--- config.mk ---
export PLATFORM = sky130hd
export DESIGN_NAME = protocol_port_class_table
export DESIGN_NICKNAME = d
export VERILOG_FILES = /design/src/rtl/ppct_pkg.sv /design/src/rtl/protocol_port_class_table.sv
export VERILOG_INCLUDE_DIRS = /design/src /design/src/rtl
export SDC_FILE = /design/constraint.sdc
export NUM_CORES = 2
export LEC_CHECK = 0
export ABC_AREA = 1
export BUFFER_PORTS_ARGS = -buffer_cell sky130_fd_sc_hd__buf_4
export CORE_ASPECT_RATIO = 1.4
export CORE_MARGIN = 2
export CORE_UTILIZATION = 39
export DETAILED_ROUTE_END_ITERATION = 8
export SYNTH_ARGS = -nofsm -noshare
export SYNTH_HDL_FRONTEND = slang
export SYNTH_SLANG_ARGS = --single-unit
--- constraint.sdc ---
create_clock -name clk -period 4.6 [get_ports clk]
set_input_delay 0.92 -clock clk [delete_from_list [all_inputs] [get_ports clk]]
set_output_delay 0.92 -clock clk [all_outputs]
set_load 0.02 [all_outputs]
--- src/rtl/protocol_port_class_table_defines.svh ---
// ---------------------------------------------------------------------------
// Protocol/port classification table: assertion macros
// Shared property shapes for the checks in the table logic.
// ---------------------------------------------------------------------------
`ifndef PROTOCOL_PORT_CLASS_TABLE_DEFINES_SVH
`define PROTOCOL_PORT_CLASS_TABLE_DEFINES_SVH

// Same-cycle implication, sampled on clk, off during reset.
`define PPCT_ASSERT_NOW(name, ante, cons, msg) \
  name: assert property (@(posedge clk) disable iff (rst) (ante) |-> (cons)) else $error(msg);

// Next-cycle implication, sampled on clk, off during reset.
`define PPCT_ASSERT_NEXT(name, ante, cons, msg) \
  name: assert property (@(posedge clk) disable iff (rst) (ante) |=> (cons)) else $error(msg);

`endif

--- src/rtl/ppct_pkg.sv ---
// ---------------------------------------------------------------------------
// ppct_pkg
// Types and constants of the protocol/port classification table.
// ---------------------------------------------------------------------------
package ppct_pkg;

  localparam int ENTRIES = 64;
  localparam int IDX_W   = $clog2(ENTRIES);
  localparam int CNT_W   = $clog2(ENTRIES + 1);

  // Operation codes
  localparam logic [1:0] OP_LOOKUP = 2'd0;
  localparam logic [1:0] OP_QUERY  = 2'd1;
  localparam logic [1:0] OP_INSERT = 2'd2;

  // Insert status codes
  localparam logic [1:0] ST_NEW       = 2'd0;
  localparam logic [1:0] ST_OVERWRITE = 2'd1;
  localparam logic [1:0] ST_FULL      = 2'd2;

  typedef enum logic [1:0] {
    S_IDLE,
    S_SCAN,
    S_FINISH
  } state_t;

  typedef struct packed {
    logic [1:0]  operation;
    logic [15:0] protocol;
    logic        port_any;
    logic [15:0] port;
    logic        new_valid;
    logic        new_dup_ip;
    logic        new_dup_mac;
  } req_t;

  typedef struct packed {
    logic       hit;
    logic       via_wildcard;
    logic       type_valid;
    logic       dup_ip;
    logic       dup_mac;
    logic [1:0] insert_status;
  } rsp_t;

  typedef struct packed {
    logic type_valid;
    logic dup_ip;
    logic dup_mac;
  } flags_t;

  typedef struct packed {
    logic [15:0] protocol;
    logic        port_any;
    logic [15:0] port;
    flags_t      flags;
  } entry_t;

endpackage

--- src/rtl/protocol_port_class_table.sv ---
// ---------------------------------------------------------------------------
// protocol_port_class_table
// Classification table keyed by protocol and port, with any-port fallback.
// ---------------------------------------------------------------------------
// One request at a time: a request is taken when start is high and busy is
// low, and its result appears on result with done high for one cycle, with
// no way to hold it off. The table sits in a synchronous RAM with one write
// port and one read port that is scanned one entry per cycle over the entries
// in use; busy drops in the cycle done is shown, so the next request can be
// taken right then. One scan serves both the exact key and the any-port key
// of the same protocol. Reset empties the table at once through the fill
// count; no clearing pass is run.
// ---------------------------------------------------------------------------
`include "protocol_port_class_table_defines.svh"

module protocol_port_class_table
  import ppct_pkg::*;
(
  input  logic clk,
  input  logic rst,
  input  logic start,
  input  req_t request,
  output logic busy,
  output logic done,
  output rsp_t result
);

  state_t state, state_next;

  entry_t mem [ENTRIES];
  entry_t rd_data;
  logic   mem_we;
  logic [IDX_W-1:0] mem_wa;
  entry_t mem_wd;

  req_t             req;
  req_t             req_in;
  logic [CNT_W-1:0] fill_count;
  logic [CNT_W-1:0] issue_cnt;
  logic             pend;
  logic [IDX_W-1:0] rd_idx;
  logic             ex_hit;
  logic [IDX_W-1:0] ex_idx;
  flags_t           ex_flags;
  logic             wc_hit;
  flags_t           wc_flags;

  logic   issue;
  logic   ex_match;
  logic   wc_match;
  logic   table_full;
  logic   use_wc;
  logic   is_find;
  rsp_t   rsp_fin;

  assign issue      = (state == S_SCAN) && (issue_cnt < fill_count);
  assign table_full = (fill_count == CNT_W'(ENTRIES));
  assign ex_match   = pend && (rd_data.protocol == req.protocol) &&
                      (rd_data.port_any == req.port_any) && (rd_data.port == req.port);
  assign wc_match   = pend && (rd_data.protocol == req.protocol) && rd_data.port_any;

  // Drop the port of a wildcard key
  always_comb begin
    req_in = request;
    if (request.port_any) begin
      req_in.port = '0;
    end
  end

  // Next state
  always_comb begin
    state_next = state;
    case (state)
      S_IDLE:   if (start) state_next = S_SCAN;
      S_SCAN:   if (!issue && !pend) state_next = S_FINISH;
      S_FINISH: state_next = S_IDLE;
      default:  state_next = S_IDLE;
    endcase
  end

  // Outputs and finish-time decisions
  always_comb begin
    busy    = (state != S_IDLE);
    is_find = (req.operation == OP_LOOKUP) || (req.operation == OP_QUERY);
    use_wc  = (req.operation == OP_LOOKUP) && !ex_hit && !req.port_any && wc_hit;
    mem_we  = 1'b0;
    mem_wa  = ex_hit ? ex_idx : fill_count[IDX_W-1:0];
    mem_wd.protocol = req.protocol;
    mem_wd.port_any = req.port_any;
    mem_wd.port     = req.port;
    mem_wd.flags    = '{type_valid: req.new_valid, dup_ip: req.new_dup_ip,
                        dup_mac: req.new_dup_mac};
    rsp_fin = '0;
    case (state)
      S_FINISH: begin
        if (is_find && (ex_hit || use_wc)) begin
          rsp_fin.hit          = 1'b1;
          rsp_fin.via_wildcard = use_wc;
          rsp_fin.type_valid   = ex_hit ? ex_flags.type_valid : wc_flags.type_valid;
          rsp_fin.dup_ip       = ex_hit ? ex_flags.dup_ip : wc_flags.dup_ip;
          rsp_fin.dup_mac      = ex_hit ? ex_flags.dup_mac : wc_flags.dup_mac;
        end
        if (req.operation == OP_INSERT) begin
          if (ex_hit) begin
            mem_we                = 1'b1;
            rsp_fin.insert_status = ST_OVERWRITE;
          end else if (!table_full) begin
            mem_we                = 1'b1;
            rsp_fin.insert_status = ST_NEW;
          end else begin
            rsp_fin.insert_status = ST_FULL;
          end
        end
      end
      default: ;
    endcase
  end

  // Table RAM
  always_ff @(posedge clk) begin
    if (mem_we) begin
      mem[mem_wa] <= mem_wd;
    end
    rd_data <= mem[issue_cnt[IDX_W-1:0]];
  end

  // Control
  always_ff @(posedge clk) begin
    if (rst) begin
      state      <= S_IDLE;
      fill_count <= '0;
      issue_cnt  <= '0;
      pend       <= 1'b0;
      done       <= 1'b0;
    end else begin
      state <= state_next;
      done  <= (state == S_FINISH);
      pend  <= issue;
      if (state == S_IDLE) begin
        issue_cnt <= '0;
      end else if (issue) begin
        issue_cnt <= issue_cnt + 1'b1;
      end
      if (mem_we && !ex_hit) begin
        fill_count <= fill_count + 1'b1;
      end
    end
  end

  // Request capture, scan results and result register
  always_ff @(posedge clk) begin
    if (state == S_IDLE && start) begin
      req    <= req_in;
      ex_hit <= 1'b0;
      wc_hit <= 1'b0;
    end else begin
      if (ex_match) begin
        ex_hit   <= 1'b1;
        ex_idx   <= rd_idx;
        ex_flags <= rd_data.flags;
      end
      if (wc_match) begin
        wc_hit   <= 1'b1;
        wc_flags <= rd_data.flags;
      end
    end
    rd_idx <= issue_cnt[IDX_W-1:0];
    if (state == S_FINISH) begin
      result <= rsp_fin;
    end
  end

  `PPCT_ASSERT_NOW(a_fill_bound, 1'b1, fill_count <= CNT_W'(ENTRIES), "fill count over capacity")
  `PPCT_ASSERT_NOW(a_full_status, done && (result.insert_status == ST_FULL), table_full, "full status on a table with room")
  `PPCT_ASSERT_NOW(a_wild_hit, done && result.via_wildcard, result.hit, "wildcard match without hit")
  `PPCT_ASSERT_NEXT(a_take_busy, start && !busy, busy && !done, "accepted request not in progress")

endmodule
==> metrics.txt <==
# TYPE chip_impl_metric gauge
chip_impl_info{name="cts_tree",value="done"} 1
chip_impl_metric{name="vias",unit=""} 67000
chip_impl_info{name="mostFrequentLayoutCell",value="sky130_fd_sc_hd__nand2_1"} 1
chip_impl_metric{name="cts.clk_slew.worst_paths",unit="ns"} 0.06
chip_impl_metric{name="setup_violations",unit=""} 0
chip_impl_metric{name="io-pin-count",unit=""} 50
chip_impl_metric{name="worstSkewPairLatency",unit="ns"} 0.90
chip_impl_metric{name="track_usage",unit=""} 0.214
chip_impl_info{name="rsz0062_at_grt",value="no"} 1
chip_impl_metric{name="cts_hold_buf",unit=""} 0
chip_impl_metric{name="wl_met3",unit="mm"} 18.4
chip_impl_metric{name="syn_area_per_cell",unit="sq um"} 10.6
chip_impl_info{name="run_status",value="completed"} 1
chip_impl_metric{name="globalplace.congestion",unit=""} 0.944
chip_impl_metric{name="route.detailed.wl_per_inst",unit="um"} 21.9
chip_impl_metric{name="synth.yosys.seq_area_share",unit=""} 0.710
chip_impl_info{name="startpoint_types",value="flip-flop"} 1
chip_impl_metric{name="syn_inst_count",unit=""} 9598
chip_impl_info{name="worstSetupEndpointType",value="flip-flop"} 1
chip_impl_metric{name="drt-initial-drc-count",unit=""} 7397
chip_impl_metric{name="global_route.overflow_total",unit=""} 0
chip_impl_metric{name="h-tree-depth",unit=""} 4
chip_impl_metric{name="nets",unit=""} 9674
chip_impl_metric{name="final_cells",unit=""} 13300
chip_impl_metric{name="dp_hpwl",unit="mm"} 174
chip_impl_metric{name="worst-path-max-fanout",unit=""} 36
chip_impl_info{name="ctsRootBufferMaster",value="sky130_fd_sc_hd__clkbuf_16"} 1
chip_impl_info{name="hold_path.class",value="primary input to flip-flop"} 1
chip_impl_metric{name="row_count",unit=""} 221
chip_impl_metric{name="dpl.cell_count",unit=""} 12800
chip_impl_info{name="yosysTopAreaCell",value="sky130_fd_sc_hd__edfxtp_1"} 1
chip_impl_metric{name="wirelength_routed",unit="mm"} 291
chip_impl_metric{name="layout_setup_ws",unit="ns"} 1.07
chip_impl_info{name="synth_top_cells_by_area",value="sky130_fd_sc_hd__edfxtp_1 70%, sky130_fd_sc_hd__nand2_1 12%, sky130_fd_sc_hd__nand3_1 5.2%, sky130_fd_sc_hd__inv_1 4.4%, sky130_fd_sc_hd__nor2_1 2.9%"} 1
chip_impl_metric{name="first_pass_grt_wire_length",unit="mm"} 423
chip_impl_metric{name="detailroute.wirelength.met2",unit="mm"} 141
chip_impl_metric{name="preCtsSetupSlack",unit="ns"} 1.19
chip_impl_metric{name="ys_ff_latch",unit=""} 2423
chip_impl_metric{name="warnings_from_yosys",unit=""} 0
chip_impl_metric{name="cap_violations",unit=""} 0
chip_impl_metric{name="ctsResizeCount",unit=""} 0
chip_impl_metric{name="floorplan.die.height",unit="um"} 608
chip_impl_metric{name="total_leakage_power",unit="nW"} 45.2
chip_impl_metric{name="mappedNetlistNets",unit=""} 9648
chip_impl_metric{name="floorplan.initialDensity",unit=""} 0.392
chip_impl_metric{name="report.final.slew_viol_count",unit=""} 0
chip_impl_metric{name="clock-skew-final",unit="ns"} 0.0703
chip_impl_metric{name="cts.path.max_buffers",unit=""} 4
chip_impl_metric{name="detail-route-antenna-nets",unit=""} 0
chip_impl_metric{name="num_cts_buffers",unit=""} 232
chip_impl_metric{name="core_region_area",unit="sq um"} 259000
chip_impl_metric{name="post_cts.repair.setup_buffers",unit=""} 0
chip_impl_metric{name="netlist_area",unit="sq um"} 102000
chip_impl_metric{name="fmaxAchievable",unit="MHz"} 284
chip_impl_metric{name="final_layout_size_suffix_gt1_frac",unit=""} 0.0717
chip_impl_metric{name="finalWorstPathRequiredPeriod",unit="ns"} 3.53
chip_impl_metric{name="antenna_violations_before_repair",unit=""} 9
chip_impl_metric{name="netlist.area_leader.share",unit=""} 0.698
chip_impl_metric{name="grt_pass1_vias",unit=""} 64300
chip_impl_metric{name="floorplan.die.width",unit="um"} 435
chip_impl_metric{name="power.density_cell_area",unit="nW/um^2"} 384
chip_impl_metric{name="dr.pass1.iters",unit=""} 6
chip_impl_metric{name="final_period_util",unit=""} 0.767
chip_impl_info{name="mostFrequentLayoutCells",value="3156 x sky130_fd_sc_hd__nand2_1, 2361 x sky130_fd_sc_hd__edfxtp_1, 1177 x sky130_fd_sc_hd__inv_1"} 1
chip_impl_metric{name="maximum_number_of_pins_on_one_net_before_global_route_repair",unit=""} 174
chip_impl_metric{name="drc",unit=""} 0
chip_impl_metric{name="hold_viol_final",unit=""} 0
chip_impl_info{name="route.top_layer_used",value="met4"} 1
chip_impl_info{name="setup.worst_path.class",value="flip-flop to flip-flop"} 1
chip_impl_metric{name="timing_worst_slew_pin_value",unit="ns"} 1.16
chip_impl_metric{name="yosys.cell_types.count",unit=""} 27
chip_impl_metric{name="cp.required",unit="ns"} 5.08
chip_impl_metric{name="via_per_inst",unit=""} 5.05
chip_impl_metric{name="max-slew-margin-rel",unit=""} 0.226
chip_impl_metric{name="placement.io_buffers",unit=""} 49
chip_impl_metric{name="dieArea",unit="sq um"} 265000
chip_impl_metric{name="signal_arrival_time_at_the_worst_endpoint",unit="ns"} 4.01
chip_impl_metric{name="ir_worst_vdd",unit="mV"} 0.287
chip_impl_metric{name="sinks_on_clock_net",unit=""} 2423
chip_impl_metric{name="area_growth_syn_to_layout",unit="%"} 12.3
chip_impl_metric{name="setup_tns_after_final_layout",unit="ns"} 0
chip_impl_metric{name="m1WireLength",unit="mm"} 113
-- cells by family after synthesis --
logic type               synth area share
flip-flops                          0.710
AO/OA/AOI/OAI                      0.0204
adder cells (fa/ha/maj)           0.00111
XOR/XNOR                          0.00233
buffers and inverters              0.0650
AND/OR/NAND/NOR                     0.201
-- cell type report --
cell class                      instances  area, sq um
Inverter                             1187         4480
Timing Repair Buffer                  276         2510
Clock inverter                        123         1090
Tap cell                             3456         4320
Antenna cell                            8         20.0
Multi-Input combinational cell       5504        23400
Clock buffer                          295         6130
Fill cell                           23700       145000
Sequential cell                      2423        72200
-- cell usage after synthesis, drive strengths merged --
master	instances
a21oi	88
and3	4
buf	278
clkbuf	206
clkinv	2
dfxtp	62
edfxtp	2361
ha	9
inv	1185
nand2	3157
nand3	1059
nand4	7
nor2	780
nor3	7
nor3b	2
o211ai	9
o21ai	311
o22ai	2
or2	42
xnor2	11
xor2	16
-- critical path, stage by stage (launching register included) --
cell	delay [ns]
sky130_fd_sc_hd__dfxtp_1	0.58
sky130_fd_sc_hd__inv_1	0.26
sky130_fd_sc_hd__o21ai_0	0.46
sky130_fd_sc_hd__nand2_1	0.13
sky130_fd_sc_hd__inv_1	0.11
sky130_fd_sc_hd__nand3_1	0.51
sky130_fd_sc_hd__buf_4	0.43
sky130_fd_sc_hd__nor2_4	0.09
sky130_fd_sc_hd__buf_4	0.51
-- routing by layer --
layer  GRT usage  vias to the layer above
met5           0                        -
met4       0.119                        0
met3      0.0244                      556
met2       0.360                     2449
met1       0.269                    32600
li1            -                    31400
-- worst paths after layout --
path	from	slack, ns	depth (start not counted)	to
hold / removal	request[23]	0.22	1	mem_wd[23]
setup / recovery	ex_hit	1.07	8	mem[60][29]
setup reg to reg	ex_hit	1.07	8	mem[60][29]
hold reg to reg	rd_idx[2]	0.41	0	ex_idx[2]
-- state kept, by name, indices dropped and copies added, names as in the netlist, 2 cells and up --
register and flops:
mem 2304, mem_wd 36, rd_data 36, fill_count 7, issue_cnt 7, result 7, ex_idx 6, rd_idx 6
ex_flags 3, wc_flags 3, req 2, state 2
-- per-stage QoR --
stage / total power, mW / cell area (sq um) / hold WS [ns] / util
6_report: 43.8 / 114000 / 0.217 / 0.440
5_1_grt: 44.8 / 114000 / 0.187 / 0.440
4_1_cts: 44.1 / 114000 / 0.160 / 0.440
3_5_place_dp: 25.7 / 107000 / 0.394 / 0.412
3_3_place_gp: 25.7 / 107000 / 0.389 / 0.412
2_1_floorplan: 25.1 / 102000 / 0.350 / -
-- power breakdown --
part | switching, mW | internal [mW] | total, mW
Combinational | 0.734 | 0.106 | 0.841
Sequential | 0.0513 | 24.3 | 24.4
Clock | 8.13 | 10.4 | 18.6
No activity file was read; power rests on OpenSTA's default activity.
